<file path="src/rtl/pcsp_pkg.sv">
// ----------------------------------------------------------------------------
// pcsp_pkg
// Types, character constants and decode functions shared by the printf
// conversion specification parser.
// ----------------------------------------------------------------------------
`default_nettype none

package pcsp_pkg;

	localparam int ACCUM_BITS_DEFAULT = 32;

	// Characters that the parser looks for.
	localparam logic [7:0] CH_MINUS = 8'h2D;
	localparam logic [7:0] CH_ZERO  = 8'h30;
	localparam logic [7:0] CH_NINE  = 8'h39;
	localparam logic [7:0] CH_PLUS  = 8'h2B;
	localparam logic [7:0] CH_SPACE = 8'h20;
	localparam logic [7:0] CH_HASH  = 8'h23;
	localparam logic [7:0] CH_STAR  = 8'h2A;
	localparam logic [7:0] CH_DOT   = 8'h2E;
	localparam logic [7:0] CH_LOW_L = 8'h6C;
	localparam logic [7:0] CH_UP_L  = 8'h4C;
	localparam logic [7:0] CH_LOW_H = 8'h68;
	localparam logic [7:0] CH_LOW_Z = 8'h7A;
	localparam logic [7:0] CH_LOW_J = 8'h6A;
	localparam logic [7:0] CH_LOW_D = 8'h64;
	localparam logic [7:0] CH_LOW_I = 8'h69;
	localparam logic [7:0] CH_LOW_B = 8'h62;
	localparam logic [7:0] CH_LOW_X = 8'h78;
	localparam logic [7:0] CH_UP_X  = 8'h58;
	localparam logic [7:0] CH_LOW_U = 8'h75;
	localparam logic [7:0] CH_LOW_O = 8'h6F;
	localparam logic [7:0] CH_PCENT = 8'h25;
	localparam logic [7:0] CH_LOW_P = 8'h70;
	localparam logic [7:0] CH_LOW_S = 8'h73;
	localparam logic [7:0] CH_LOW_F = 8'h66;
	localparam logic [7:0] CH_LOW_C = 8'h63;
	localparam logic [7:0] CH_LOW_T = 8'h74;

	// Length modifier codes.
	localparam logic [2:0] LEN_NONE = 3'd0;
	localparam logic [2:0] LEN_L    = 3'd1;
	localparam logic [2:0] LEN_UL   = 3'd2;
	localparam logic [2:0] LEN_H    = 3'd3;
	localparam logic [2:0] LEN_Z    = 3'd4;
	localparam logic [2:0] LEN_J    = 3'd5;
	localparam logic [2:0] LEN_LL   = 3'd6;
	localparam logic [2:0] LEN_HH   = 3'd7;

	// Conversion codes.
	localparam logic [3:0] SPEC_DI  = 4'd0;
	localparam logic [3:0] SPEC_B   = 4'd1;
	localparam logic [3:0] SPEC_X   = 4'd2;
	localparam logic [3:0] SPEC_UX  = 4'd3;
	localparam logic [3:0] SPEC_U   = 4'd4;
	localparam logic [3:0] SPEC_O   = 4'd5;
	localparam logic [3:0] SPEC_PCT = 4'd6;
	localparam logic [3:0] SPEC_P   = 4'd7;
	localparam logic [3:0] SPEC_S   = 4'd8;
	localparam logic [3:0] SPEC_F   = 4'd9;
	localparam logic [3:0] SPEC_C   = 4'd10;
	localparam logic [3:0] SPEC_T   = 4'd11;

	localparam logic [7:0] COUNT_MAX = 8'hFF;

	typedef enum logic [2:0] {
		PH_FLAGS = 3'd0,
		PH_WDIG  = 3'd1,
		PH_WSTAR = 3'd2,
		PH_POPEN = 3'd3,
		PH_PDIG  = 3'd4,
		PH_LEN   = 3'd5,
		PH_LPEND = 3'd6,
		PH_SPEC  = 3'd7
	} pcsp_phase_t;

	typedef enum logic [3:0] {
		ACT_FLAG,
		ACT_WDIG,
		ACT_WSTAR,
		ACT_DOT,
		ACT_PSTAR,
		ACT_PDIG,
		ACT_LEN,
		ACT_DOUBLE,
		ACT_FINISH
	} pcsp_act_t;

	// Control part of the parser state; the accumulators travel separately
	// because their width follows the accumulator parameter.
	typedef struct packed {
		pcsp_phase_t phase;
		logic [4:0]  flags;
		logic [2:0]  length;
		logic [7:0]  count;
	} pcsp_ctl_t;

	localparam pcsp_ctl_t CTL_RESET = '{
		phase:  PH_FLAGS,
		flags:  5'd0,
		length: LEN_NONE,
		count:  8'd0
	};

	typedef struct packed {
		logic               valid_res;
		logic               left_justify;
		logic               zero_pad;
		logic               plus_sign;
		logic               space_sign;
		logic               alt_form;
		logic signed [31:0] min_width;
		logic signed [31:0] precision_value;
		logic [2:0]         length_code;
		logic [3:0]         spec_code;
		logic [7:0]         chars_used;
	} pcsp_res_t;

	function automatic logic [4:0] flag_mask(input logic [7:0] c);
		logic [4:0] m;
		m = 5'd0;
		unique case (c)
			CH_MINUS: m = 5'b00001;
			CH_ZERO:  m = 5'b00010;
			CH_PLUS:  m = 5'b00100;
			CH_SPACE: m = 5'b01000;
			CH_HASH:  m = 5'b10000;
			default:  m = 5'd0;
		endcase
		return m;
	endfunction

	function automatic logic [2:0] length_of(input logic [7:0] c);
		logic [2:0] l;
		l = LEN_NONE;
		unique case (c)
			CH_LOW_L: l = LEN_L;
			CH_UP_L:  l = LEN_UL;
			CH_LOW_H: l = LEN_H;
			CH_LOW_Z: l = LEN_Z;
			CH_LOW_J: l = LEN_J;
			default:  l = LEN_NONE;
		endcase
		return l;
	endfunction

	// Returns {known, code}.
	function automatic logic [4:0] spec_of(input logic [7:0] c);
		logic [4:0] s;
		s = {1'b0, SPEC_DI};
		unique case (c)
			CH_LOW_D, CH_LOW_I: s = {1'b1, SPEC_DI};
			CH_LOW_B: s = {1'b1, SPEC_B};
			CH_LOW_X: s = {1'b1, SPEC_X};
			CH_UP_X:  s = {1'b1, SPEC_UX};
			CH_LOW_U: s = {1'b1, SPEC_U};
			CH_LOW_O: s = {1'b1, SPEC_O};
			CH_PCENT: s = {1'b1, SPEC_PCT};
			CH_LOW_P: s = {1'b1, SPEC_P};
			CH_LOW_S: s = {1'b1, SPEC_S};
			CH_LOW_F: s = {1'b1, SPEC_F};
			CH_LOW_C: s = {1'b1, SPEC_C};
			CH_LOW_T: s = {1'b1, SPEC_T};
			default:  s = {1'b0, SPEC_DI};
		endcase
		return s;
	endfunction

endpackage

`default_nettype wire

</file>
<file path="src/rtl/pcsp_in_if.sv">
// ----------------------------------------------------------------------------
// pcsp_in_if
// Character channel into the parser: one format character per item.
// ----------------------------------------------------------------------------
`default_nettype none

interface pcsp_in_if;
	logic               valid;
	logic               ready;
	logic [7:0]         ch;
	logic               spec_start;
	logic signed [31:0] star_arg;

	modport source (output valid, ch, spec_start, star_arg, input ready);
	modport sink   (input valid, ch, spec_start, star_arg, output ready);
endinterface

`default_nettype wire

</file>
<file path="src/rtl/pcsp_res_if.sv">
// ----------------------------------------------------------------------------
// pcsp_res_if
// Result channel of the parser: one parsed conversion specification per item.
// ----------------------------------------------------------------------------
`default_nettype none

interface pcsp_res_if;
	logic               valid;
	logic               ready;
	logic               valid_res;
	logic               left_justify;
	logic               zero_pad;
	logic               plus_sign;
	logic               space_sign;
	logic               alt_form;
	logic signed [31:0] min_width;
	logic signed [31:0] precision_value;
	logic [2:0]         length_code;
	logic [3:0]         spec_code;
	logic [7:0]         chars_used;

	modport source (
		output valid, valid_res, left_justify, zero_pad, plus_sign, space_sign,
			alt_form, min_width, precision_value, length_code, spec_code,
			chars_used,
		input ready
	);
	modport sink (
		input valid, valid_res, left_justify, zero_pad, plus_sign, space_sign,
			alt_form, min_width, precision_value, length_code, spec_code,
			chars_used,
		output ready
	);
endinterface

`default_nettype wire

</file>
<file path="src/rtl/pcsp_step.sv">
// ----------------------------------------------------------------------------
// pcsp_step
// One parsing step: from the current state and one character, the next
// state and, when the specification ends, its result.
// ----------------------------------------------------------------------------
`default_nettype none

module pcsp_step import pcsp_pkg::*; #(
	parameter int ACCUM_BITS = ACCUM_BITS_DEFAULT,
	localparam int W = (ACCUM_BITS > 32) ? ACCUM_BITS : 32
) (
	input  pcsp_ctl_t          ctl_cur,
	input  logic [W-1:0]       width_cur,
	input  logic [W-1:0]       prec_cur,
	input  logic [7:0]         ch,
	input  logic               spec_start,
	input  logic signed [31:0] star_arg,
	output pcsp_ctl_t          ctl_nxt,
	output logic [W-1:0]       width_nxt,
	output logic [W-1:0]       prec_nxt,
	output logic               emit,
	output pcsp_res_t          res
);

	localparam logic [ACCUM_BITS-1:0] LIM = {1'b0, {(ACCUM_BITS-1){1'b1}}};

	pcsp_ctl_t              ctl_eff;
	logic [W-1:0]           width_eff;
	logic [W-1:0]           prec_eff;
	logic                   is_flag;
	logic                   is_digit;
	logic                   is_star;
	logic                   is_dot;
	logic [2:0]             len_code;
	logic [4:0]             spec_dec;
	logic                   spec_ok;
	pcsp_act_t              act;
	pcsp_act_t              los_act;
	pcsp_phase_t            phase_nxt;
	logic [ACCUM_BITS-1:0]  acc_base;
	logic [ACCUM_BITS+3:0]  acc_prod;
	logic [W-1:0]           acc_new;
	logic [W-1:0]           star_ext;
	logic [7:0]             count_inc;

	// A new specification abandons whatever was under way.
	assign ctl_eff   = spec_start ? CTL_RESET : ctl_cur;
	assign width_eff = spec_start ? '0 : width_cur;
	assign prec_eff  = spec_start ? '1 : prec_cur;

	assign is_flag  = (flag_mask(ch) != 5'd0);
	assign is_digit = (ch >= CH_ZERO) && (ch <= CH_NINE);
	assign is_star  = (ch == CH_STAR);
	assign is_dot   = (ch == CH_DOT);
	assign len_code = length_of(ch);
	assign spec_dec = spec_of(ch);
	assign spec_ok  = spec_dec[4];
	assign los_act  = (len_code != LEN_NONE) ? ACT_LEN : ACT_FINISH;

	always_comb begin
		act = ACT_FINISH;
		unique case (ctl_eff.phase)
			PH_FLAGS: begin
				priority if (is_flag) act = ACT_FLAG;
				else if (is_digit)    act = ACT_WDIG;
				else if (is_star)     act = ACT_WSTAR;
				else if (is_dot)      act = ACT_DOT;
				else                  act = los_act;
			end
			PH_WDIG: begin
				priority if (is_digit) act = ACT_WDIG;
				else if (is_dot)       act = ACT_DOT;
				else                   act = los_act;
			end
			PH_WSTAR: act = is_dot ? ACT_DOT : los_act;
			PH_POPEN: begin
				priority if (is_star) act = ACT_PSTAR;
				else if (is_digit)    act = ACT_PDIG;
				else                  act = los_act;
			end
			PH_PDIG:  act = is_digit ? ACT_PDIG : los_act;
			PH_LEN:   act = los_act;
			PH_LPEND: begin
				if ((ctl_eff.length == LEN_L && ch == CH_LOW_L) ||
						(ctl_eff.length == LEN_H && ch == CH_LOW_H)) begin
					act = ACT_DOUBLE;
				end else begin
					act = ACT_FINISH;
				end
			end
			PH_SPEC:  act = ACT_FINISH;
			default:  act = ACT_FINISH;
		endcase
	end

	// Next phase.
	always_comb begin
		phase_nxt = PH_FLAGS;
		unique case (act)
			ACT_FLAG:   phase_nxt = PH_FLAGS;
			ACT_WDIG:   phase_nxt = PH_WDIG;
			ACT_WSTAR:  phase_nxt = PH_WSTAR;
			ACT_DOT:    phase_nxt = PH_POPEN;
			ACT_PSTAR:  phase_nxt = PH_LEN;
			ACT_PDIG:   phase_nxt = PH_PDIG;
			ACT_LEN:    phase_nxt = (len_code == LEN_L || len_code == LEN_H) ?
				PH_LPEND : PH_SPEC;
			ACT_DOUBLE: phase_nxt = PH_SPEC;
			ACT_FINISH: phase_nxt = PH_FLAGS;
			default:    phase_nxt = PH_FLAGS;
		endcase
	end

	// Decimal accumulation, shared by width and precision digits. The value
	// stays within the limit, so its low ACCUM_BITS bits hold it whole.
	assign acc_base = (act == ACT_WDIG) ? width_eff[ACCUM_BITS-1:0] :
		prec_eff[ACCUM_BITS-1:0];
	assign acc_prod = ({4'd0, acc_base} << 3) + ({4'd0, acc_base} << 1) +
		(ACCUM_BITS+4)'(ch[3:0]);
	assign acc_new  = W'((acc_prod > {4'd0, LIM}) ? LIM : acc_prod[ACCUM_BITS-1:0]);
	assign star_ext = W'(star_arg);

	assign count_inc = (ctl_eff.count != COUNT_MAX) ? ctl_eff.count + 8'd1 : COUNT_MAX;

	// Data part of the state and the result.
	always_comb begin
		ctl_nxt.phase  = phase_nxt;
		ctl_nxt.flags  = ctl_eff.flags;
		ctl_nxt.length = ctl_eff.length;
		ctl_nxt.count  = count_inc;
		width_nxt      = width_eff;
		prec_nxt       = prec_eff;
		emit           = 1'b0;
		unique case (act)
			ACT_FLAG:   ctl_nxt.flags = ctl_eff.flags | flag_mask(ch);
			ACT_WDIG:   width_nxt = acc_new;
			ACT_WSTAR:  width_nxt = star_ext;
			ACT_DOT:    prec_nxt = '0;
			ACT_PSTAR:  prec_nxt = star_ext;
			ACT_PDIG:   prec_nxt = acc_new;
			ACT_LEN:    ctl_nxt.length = len_code;
			ACT_DOUBLE: ctl_nxt.length = (ctl_eff.length == LEN_L) ? LEN_LL : LEN_HH;
			ACT_FINISH: begin
				ctl_nxt.flags  = 5'd0;
				ctl_nxt.length = LEN_NONE;
				ctl_nxt.count  = 8'd0;
				width_nxt      = '0;
				prec_nxt       = '1;
				emit           = 1'b1;
			end
			default: ;
		endcase
	end

	always_comb begin
		res.valid_res       = spec_ok;
		res.left_justify    = ctl_eff.flags[0];
		res.zero_pad        = ctl_eff.flags[1];
		res.plus_sign       = ctl_eff.flags[2];
		res.space_sign      = ctl_eff.flags[3];
		res.alt_form        = ctl_eff.flags[4];
		res.min_width       = width_eff[31:0];
		res.precision_value = prec_eff[31:0];
		res.length_code     = ctl_eff.length;
		res.spec_code       = spec_ok ? spec_dec[3:0] : SPEC_DI;
		// The conversion letter itself counts only when it is a known one.
		res.chars_used      = spec_ok ? count_inc : ctl_eff.count;
	end

endmodule

`default_nettype wire

</file>
<file path="src/rtl/pcsp_out_reg.sv">
// ----------------------------------------------------------------------------
// pcsp_out_reg
// Result register: holds one finished result until the receiver takes it.
// ----------------------------------------------------------------------------
`default_nettype none

module pcsp_out_reg import pcsp_pkg::*; (
	input  logic        clk,
	input  logic        arst_n,
	input  logic        load,
	input  pcsp_res_t   res_in,
	output logic        can_load,
	pcsp_res_if.source  res_out
);

	logic      valid_q;
	pcsp_res_t res_q;

	assign can_load = !valid_q || res_out.ready;

	always_ff @(posedge clk or negedge arst_n) begin
		if (!arst_n) begin
			valid_q <= 1'b0;
		end else if (can_load) begin
			valid_q <= load;
		end
	end

	always_ff @(posedge clk) begin
		if (load && can_load) begin
			res_q <= res_in;
		end
	end

	assign res_out.valid           = valid_q;
	assign res_out.valid_res       = res_q.valid_res;
	assign res_out.left_justify    = res_q.left_justify;
	assign res_out.zero_pad        = res_q.zero_pad;
	assign res_out.plus_sign       = res_q.plus_sign;
	assign res_out.space_sign      = res_q.space_sign;
	assign res_out.alt_form        = res_q.alt_form;
	assign res_out.min_width       = res_q.min_width;
	assign res_out.precision_value = res_q.precision_value;
	assign res_out.length_code     = res_q.length_code;
	assign res_out.spec_code       = res_q.spec_code;
	assign res_out.chars_used      = res_q.chars_used;

endmodule

`default_nettype wire

</file>
<file path="src/rtl/printf_conversion_spec_parser_unit.sv">
// ----------------------------------------------------------------------------
// printf_conversion_spec_parser_unit
// Parses one printf conversion specification from the characters after '%'.
// ----------------------------------------------------------------------------
// Usage:
//   spec_in carries one character per item, with spec_start set on the first
//   character of a specification and star_arg used when the character is '*'.
//   spec_out carries one item per finished specification: the flags, width,
//   precision, length and conversion codes, or valid_res low when an
//   unexpected character ended it. Characters that do not end a
//   specification give no result item.
//   An accepted character is registered in the input register, parsed
//   against the current state and, if it ends a specification, registered
//   in the result register that drives spec_out.
//   Throughput: one character per cycle unless an ending character waits on
//   a stalled receiver; the parse step shares its multiply-by-ten accumulator.
//   Reset clears the parser to the start of a specification and empties both
//   registers. When the receiver stalls, the result register holds; the
//   input register still drains characters that give no result, and only a
//   character that ends a specification waits, stalling spec_in behind it.
// ----------------------------------------------------------------------------
`default_nettype none

module printf_conversion_spec_parser_unit import pcsp_pkg::*; #(
	parameter int ACCUM_BITS = ACCUM_BITS_DEFAULT
) (
	input  logic       clk,
	input  logic       arst_n,
	pcsp_in_if.sink    spec_in,
	pcsp_res_if.source spec_out
);

	localparam int W = (ACCUM_BITS > 32) ? ACCUM_BITS : 32;

	logic               valid_s1;
	logic [7:0]         ch_s1;
	logic               start_s1;
	logic signed [31:0] star_s1;

	pcsp_ctl_t    ctl_q;
	logic [W-1:0] width_q;
	logic [W-1:0] prec_q;

	pcsp_ctl_t    ctl_nxt;
	logic [W-1:0] width_nxt;
	logic [W-1:0] prec_nxt;
	logic         emit;
	pcsp_res_t    res;
	logic         can_load;
	logic         advance;

	assign advance       = valid_s1 && (!emit || can_load);
	assign spec_in.ready = !valid_s1 || advance;

	always_ff @(posedge clk or negedge arst_n) begin
		if (!arst_n) begin
			valid_s1 <= 1'b0;
		end else if (spec_in.ready) begin
			valid_s1 <= spec_in.valid;
		end
	end

	always_ff @(posedge clk) begin
		if (spec_in.valid && spec_in.ready) begin
			ch_s1    <= spec_in.ch;
			start_s1 <= spec_in.spec_start;
			star_s1  <= spec_in.star_arg;
		end
	end

	always_ff @(posedge clk or negedge arst_n) begin
		if (!arst_n) begin
			ctl_q   <= CTL_RESET;
			width_q <= '0;
			prec_q  <= '1;
		end else if (advance) begin
			ctl_q   <= ctl_nxt;
			width_q <= width_nxt;
			prec_q  <= prec_nxt;
		end
	end

	pcsp_step #(
		.ACCUM_BITS (ACCUM_BITS)
	) u_step (
		.ctl_cur    (ctl_q),
		.width_cur  (width_q),
		.prec_cur   (prec_q),
		.ch         (ch_s1),
		.spec_start (start_s1),
		.star_arg   (star_s1),
		.ctl_nxt    (ctl_nxt),
		.width_nxt  (width_nxt),
		.prec_nxt   (prec_nxt),
		.emit       (emit),
		.res        (res)
	);

	pcsp_out_reg u_out_reg (
		.clk      (clk),
		.arst_n   (arst_n),
		.load     (advance && emit),
		.res_in   (res),
		.can_load (can_load),
		.res_out  (spec_out)
	);

	// Once a specification has ended, parsing starts afresh.
	a_clear_after_result: assert property (@(posedge clk) disable iff (!arst_n)
		(advance && emit) |=> (ctl_q.phase == PH_FLAGS && ctl_q.count == 8'd0))
		else $error("parser state not cleared after a result");

	// Past the flags phase at least one character has been consumed.
	a_count_past_flags: assert property (@(posedge clk) disable iff (!arst_n)
		(ctl_q.phase != PH_FLAGS) |-> (ctl_q.count != 8'd0))
		else $error("character count is zero outside the flags phase");

	// Only a single l or h can wait for its second letter.
	a_pending_length: assert property (@(posedge clk) disable iff (!arst_n)
		(ctl_q.phase == PH_LPEND) |-> (ctl_q.length == LEN_L || ctl_q.length == LEN_H))
		else $error("pending length phase without l or h");

	// A character that is held back must stay in the input register.
	a_s1_hold: assert property (@(posedge clk) disable iff (!arst_n)
		(valid_s1 && !advance) |=> (valid_s1 && $stable(ch_s1) && $stable(start_s1)))
		else $error("stalled character lost from the input register");

	// An invalid result carries the default conversion code.
	a_invalid_code: assert property (@(posedge clk) disable iff (!arst_n)
		(advance && emit && !res.valid_res) |-> (res.spec_code == SPEC_DI))
		else $error("invalid result with a conversion code");

endmodule

`default_nettype wire
</file>
<file path="src/flat_wrapper.sv">
// flat-port wrapper written by rule: the top's interface ports become plain ports
module printf_conversion_spec_parser_unit_flat import pcsp_pkg::*;
#(
	parameter int ACCUM_BITS = ACCUM_BITS_DEFAULT
)
  (clk, arst_n, spec_in_valid, spec_in_ch, spec_in_spec_start, spec_in_star_arg, spec_in_ready, spec_out_valid, spec_out_valid_res, spec_out_left_justify, spec_out_zero_pad, spec_out_plus_sign, spec_out_space_sign, spec_out_alt_form, spec_out_min_width, spec_out_precision_value, spec_out_length_code, spec_out_spec_code, spec_out_chars_used, spec_out_ready);
  pcsp_in_if spec_in_i ();
  pcsp_res_if spec_out_i ();
  input  logic clk;
  input  logic arst_n;
  input wire logic [$bits(spec_in_i.valid)-1:0] spec_in_valid;
  input wire logic [$bits(spec_in_i.ch)-1:0] spec_in_ch;
  input wire logic [$bits(spec_in_i.spec_start)-1:0] spec_in_spec_start;
  input wire logic [$bits(spec_in_i.star_arg)-1:0] spec_in_star_arg;
  output wire logic [$bits(spec_in_i.ready)-1:0] spec_in_ready;
  output wire logic [$bits(spec_out_i.valid)-1:0] spec_out_valid;
  output wire logic [$bits(spec_out_i.valid_res)-1:0] spec_out_valid_res;
  output wire logic [$bits(spec_out_i.left_justify)-1:0] spec_out_left_justify;
  output wire logic [$bits(spec_out_i.zero_pad)-1:0] spec_out_zero_pad;
  output wire logic [$bits(spec_out_i.plus_sign)-1:0] spec_out_plus_sign;
  output wire logic [$bits(spec_out_i.space_sign)-1:0] spec_out_space_sign;
  output wire logic [$bits(spec_out_i.alt_form)-1:0] spec_out_alt_form;
  output wire logic [$bits(spec_out_i.min_width)-1:0] spec_out_min_width;
  output wire logic [$bits(spec_out_i.precision_value)-1:0] spec_out_precision_value;
  output wire logic [$bits(spec_out_i.length_code)-1:0] spec_out_length_code;
  output wire logic [$bits(spec_out_i.spec_code)-1:0] spec_out_spec_code;
  output wire logic [$bits(spec_out_i.chars_used)-1:0] spec_out_chars_used;
  input wire logic [$bits(spec_out_i.ready)-1:0] spec_out_ready;
  assign spec_in_i.valid = spec_in_valid;
  assign spec_in_i.ch = spec_in_ch;
  assign spec_in_i.spec_start = spec_in_spec_start;
  assign spec_in_i.star_arg = spec_in_star_arg;
  assign spec_in_ready = spec_in_i.ready;
  assign spec_out_valid = spec_out_i.valid;
  assign spec_out_valid_res = spec_out_i.valid_res;
  assign spec_out_left_justify = spec_out_i.left_justify;
  assign spec_out_zero_pad = spec_out_i.zero_pad;
  assign spec_out_plus_sign = spec_out_i.plus_sign;
  assign spec_out_space_sign = spec_out_i.space_sign;
  assign spec_out_alt_form = spec_out_i.alt_form;
  assign spec_out_min_width = spec_out_i.min_width;
  assign spec_out_precision_value = spec_out_i.precision_value;
  assign spec_out_length_code = spec_out_i.length_code;
  assign spec_out_spec_code = spec_out_i.spec_code;
  assign spec_out_chars_used = spec_out_i.chars_used;
  assign spec_out_i.ready = spec_out_ready;
  printf_conversion_spec_parser_unit #(.ACCUM_BITS(ACCUM_BITS)) u_core (.clk(clk), .arst_n(arst_n), .spec_in(spec_in_i), .spec_out(spec_out_i));
endmodule
</file>
<file path="config.mk">
export PLATFORM = sky130hd
export DESIGN_NAME = printf_conversion_spec_parser_unit_flat
export DESIGN_NICKNAME = d
export VERILOG_FILES = /design/src/rtl/pcsp_pkg.sv /design/src/rtl/pcsp_in_if.sv /design/src/rtl/pcsp_res_if.sv /design/src/rtl/pcsp_step.sv /design/src/rtl/pcsp_out_reg.sv /design/src/rtl/printf_conversion_spec_parser_unit.sv /design/src/flat_wrapper.sv
export SDC_FILE = /design/constraint.sdc
export NUM_CORES = 1
export LEC_CHECK = 0
export BUFFER_PORTS_ARGS = -buffer_cell sky130_fd_sc_hd__buf_2
export CAP_MARGIN = 5
export CORE_UTILIZATION = 60
export DETAILED_ROUTE_END_ITERATION = 10
export PLACE_DENSITY_LB_ADDON = 0.05
export SYNTH_ARGS = -nofsm -noshare
export SYNTH_HDL_FRONTEND = slang
export SYNTH_HIERARCHICAL = 1
export SYNTH_SLANG_ARGS = --single-unit
</file>
<file path="constraint.sdc">
create_clock -name clk -period 7.7 [get_ports clk]
set_input_delay 0 -clock clk [delete_from_list [all_inputs] [get_ports clk]]
set_output_delay 0 -clock clk [all_outputs]
set_load 0.05 [all_outputs]
</file>
==> impl_results.md <==
- Status: finished clean
- Vias per cell: 6.199
- Pwr dens: 255.0 nW/um^2
- All-Layer GR Usage: 29.85%
- Int Pwr: 2.564 mW
- Final core occ: 70.58%
- Combinational share of power: 33.0%
- CTS Buf Count: 24
- Crit path time final: 6.682 ns
- CP delay by family, top: compound AO/OA/AOI/OAI gates
- Async set-or-reset flop fraction in the synthesized netlist: 40.28%
- Clk slew on worst S/H paths: 0.06 ns
- Adder-Cell Fraction of Synth Area: 6.312%
- Worst endpoint required time: 8.16 ns
- GRT Residual Overflow: 0
- Core box area: 21820 sq um
- Drt drc: 0
- Ratio of cells with drive above 1 in the final layout: 28.32%
- Vias in the first global route: 9937
- Post-synth cell types: 89
- ANT nets after route: 0
- Vias: 10.27k
- WP data arrival: 7.14 ns
- Leakage: 6.235 nW
- Clk pwr share: 32.0%
- CTS hold repair buffers: 45
- Io pins: 132
- Crit path max fanout: 38
- H-tree depth reported by CTS: 1
- IR drop worst, VDD: 178.1 uV
- Layout area overhead: 15.63%
- Mux cell area share after synthesis: 11.75%
- Fillers: 1613
- Synth area leaders: edfxtp_1 (28%), dfrtp_1 (10%), mux2_4 (7.9%), dfstp_2 (6.3%), ha_1 (6.0%)
- Flop2flop setup slack: 1.02 ns
- Worst Setup Start Kind: flip-flop
- Final WL: 33550 um
- FF-to-FF path depth: 20
- Switching share of total power: 34.71%
- Initial antenna violation count: 0
- Post-synth top area cell: edfxtp_1
- Worst Skew: 0.02083 ns
- YS warnings: 6
- Worst Setup End Kind: flip-flop
- Chip width: 151 um
- Sequential fraction of the synthesis area: 44.67%
- Max Buffers Root-to-Sink: 3
- Worst Tran Pin Value: 1.273 ns
- Syn nets: 1324
- ANT cells: 0
- Wirelength per Cell: 20.25 um
- Placed cell count: 1568
- Register bit total from synthesis: 211
- Post-Route Setup TNS: 0 ns
- Synth Area in Simple Gates: 13.40%
- Fmax: 0.1496 GHz
- Synth Area in XOR/XNOR: 1.973%
- Cells after Synth: 1213
- Post-cts sizing count: 0
- Postcts setup bufs: 0
- Met2 WL: 15470 um
- CP cell instances: buf_4 -> nor4_2 -> a221o_1 -> nor2_1 -> o21ai_4 -> buf_12 -> mux2_2 -> ha_1 -> ha_1 -> nand2_1 -> o21ai_0 -> a221oi_1 -> or3_1 -> a41o_1 -> and2_1 -> o211ai_4 -> buf_4 -> o21ai_0 -> a2bb2oi_1 -> mux2_4
- EDFF count, synth: 126
- Clock Latency Late Sink: 0.53 ns
- Sequential share of power: 35.0%
- Worst Path Buf+Inv: 3
- Crit path kind: reg2reg
- Max-cap violations: 0
- Fin crit share: 86.79%
- Worst min-delay path category: in2async
- Cell at the slowest stage of the critical path: o211ai_4
- Routed wl met3: 1875 um
- Fin nets: 1470
- Initial DRT Pass Iterations: 5
- Synth Area in Compound Gates: 17.59%
- RSZ-0062 raised after global routing: false
- Initial Util: 61.04%
- DR top layer: met4
- Largest family of logic cells by synthesized area: compound AO/OA/AOI/OAI gates
- Hpwl dp: 21440 um
- Clk sinks: 211
- DIE AREA: 22800 sq um
- M1 WL: 15360 um
- Dominant synthesized flop cell: edfxtp_1
- # setup viols final: 0
- Mapped Area: 13320 sq um
- Root Buffer: clkbuf_16
- Slew Viols, Final: 0
- IO Port Bufs: 131
- Clock tree from TritonCTS: built
- NetSw: 1.364 mW
- Final Hold Viols: 0
- Routability cong.: 0.9192
- Reg-to-reg startpoint: u_core/ch_s1[2]$_DFFE_PP_
- Final Non-Filler Cells: 1657
- Worst r2r dst: u_core/prec_q[9]$_DFFE_PN1P_
- Post-Syn Area per Cell: 10.98 sq um
- Initial DRC count: 636
- Die H: 151 um
- Largest net degree at the start of global routing: 81
- First-pass GRT wire length: 53070 um
- Worst path max stage delay: 0.71 ns
- Std cell rows: 54
- Synth top area share: 28.41%
- Slew headroom: 14.47%
how the worst max path moves through the flow:
stage	from	to	slack, ns	cells past startpoint
after floorplan	u_core/ch_s1[2]$_DFFE_PP_	u_core/width_q[10]$_DFFE_PN0P_	2.15	23
after detailed placement	u_core/ch_s1[2]$_DFFE_PP_	u_core/prec_q[5]$_DFFE_PN1P_	1.24	19
final	u_core/ch_s1[2]$_DFFE_PP_	u_core/prec_q[9]$_DFFE_PN1P_	1.02	20
after CTS	u_core/ch_s1[2]$_DFFE_PP_	u_core/prec_q[9]$_DFFE_PN1P_	1.16	19
after global routing	u_core/ch_s1[2]$_DFFE_PP_	u_core/prec_q[9]$_DFFE_PN1P_	0.63	21
after global placement	u_core/ch_s1[2]$_DFFE_PP_	u_core/prec_q[30]$_DFFE_PN1P_	1.37	19
cell families (layout without fill, tap and decap cells):
logic type,count (synthesis),in the layout
AOI/OAI and AO/OA,350,350
xor gates and xnor gates,30,30
and+or+nand+nor,334,334
adders and majority gates,66,66
muxes,116,116
DFF,211,211
buffers and inverters,106,270
cell type report:
class / count / area (sq um) / area share (%)
multi-input cells: 896 / 6839 / 44.40
well taps: 280 / 350.3 / 2.275
inverters: 32 / 120.1 / 0.7799
clock inverters: 18 / 244.0 / 1.584
flip-flops and latches: 211 / 5951 / 38.64
clock buffers: 26 / 629.4 / 4.086
repair buffers: 194 / 1269 / 8.237
power by group through the flow:
stage,combinational [mW],clock [mW],sequential [mW]
2_1_floorplan,0.850,0,1.54
6_report,1.30,1.26,1.38
3_5_place_dp,1.26,0,1.40
5_1_grt,1.40,1.31,1.39
3_3_place_gp,1.25,0,1.39
4_1_cts,1.28,1.27,1.38
cell usage after synthesis (all sizes together), types with 4 or more instances:
cell type / n
edfxtp: 126
mux2: 113
nor2: 101
a21oi: 89
o21ai: 84
ha: 64
dfrtp: 53
nand2: 52
nor2b: 49
buf: 45
dfstp: 32
or2: 32
a22oi: 31
inv: 31
clkbuf: 29
a2bb2oi: 24
a22o: 22
nand3: 18
xnor2: 18
nor3: 17
a21o: 14
nand2b: 12
xor2: 12
and2: 9
o21a: 9
o211ai: 8
and3: 7
a31oi: 6
nand4: 6
nor4: 6
o21bai: 6
or3: 6
and4: 5
o2bb2ai: 5
a211o: 4
a211oi: 4
a41oi: 4
o31a: 4
o31ai: 4
placed cells by master, fill, tap and decap left out, types with 32 or more instances in the layout:
cell type | synthesis | final
a21oi_1 | 89 | 89
buf_2 | 26 | 130
dfrtp_1 | 53 | 53
dfstp_2 | 32 | 32
dlygate4sd3_1 | 0 | 45
edfxtp_1 | 126 | 126
ha_1 | 64 | 64
mux2_2 | 43 | 43
mux2_4 | 70 | 70
nand2_1 | 52 | 52
nor2_1 | 99 | 99
nor2b_1 | 49 | 49
o21ai_0 | 80 | 80
or2_2 | 32 | 32
through the flow:
step | setup slack (ns) | total power, mW | instance area [sq um] | hold WS, ns
after global placement | 1.371 | 2.639 | 14080 | 0.07103
final | 1.018 | 3.928 | 15400 | 0.05649
after detailed placement | 1.239 | 2.654 | 14080 | 0.08341
after floorplan | 2.149 | 2.387 | 13320 | -0.2956
after global routing | 0.6288 | 4.103 | 15400 | 0.1285
after CTS | 1.163 | 3.933 | 15400 | 0.06284
flip-flops by register name, indices dropped and copies added (netlist names):
signal                                    count
u_core/ctl_q                                 19
u_core/prec_q                                32
u_core/u_out_reg/res_out.valid_res            1
u_core/u_out_reg/res_out.length_code          3
u_core/ch_s1                                  8
u_core/u_out_reg/res_out.spec_code            4
u_core/width_q                               32
u_core/u_out_reg/res_out.valid                1
u_core/u_out_reg/res_out.zero_pad             1
u_core/star_s1                               32
u_core/u_out_reg/res_out.left_justify         1
u_core/u_out_reg/res_out.chars_used           8
u_core/start_s1                               1
u_core/u_out_reg/res_out.space_sign           1
u_core/u_out_reg/res_out.precision_value     32
u_core/u_out_reg/res_out.min_width           32
u_core/u_out_reg/res_out.plus_sign            1
u_core/u_out_reg/res_out.alt_form             1
u_core/valid_s1                               1
routing by layer:
metal / vias up / global-route usage, %
met2: 402 / 47.98
met3: 65 / 3.283
met4: 0 / 8.800
li1: 4835 / -
met1: 4969 / 42.55
met5: - / 0
(Power assumes the default switching activity.)
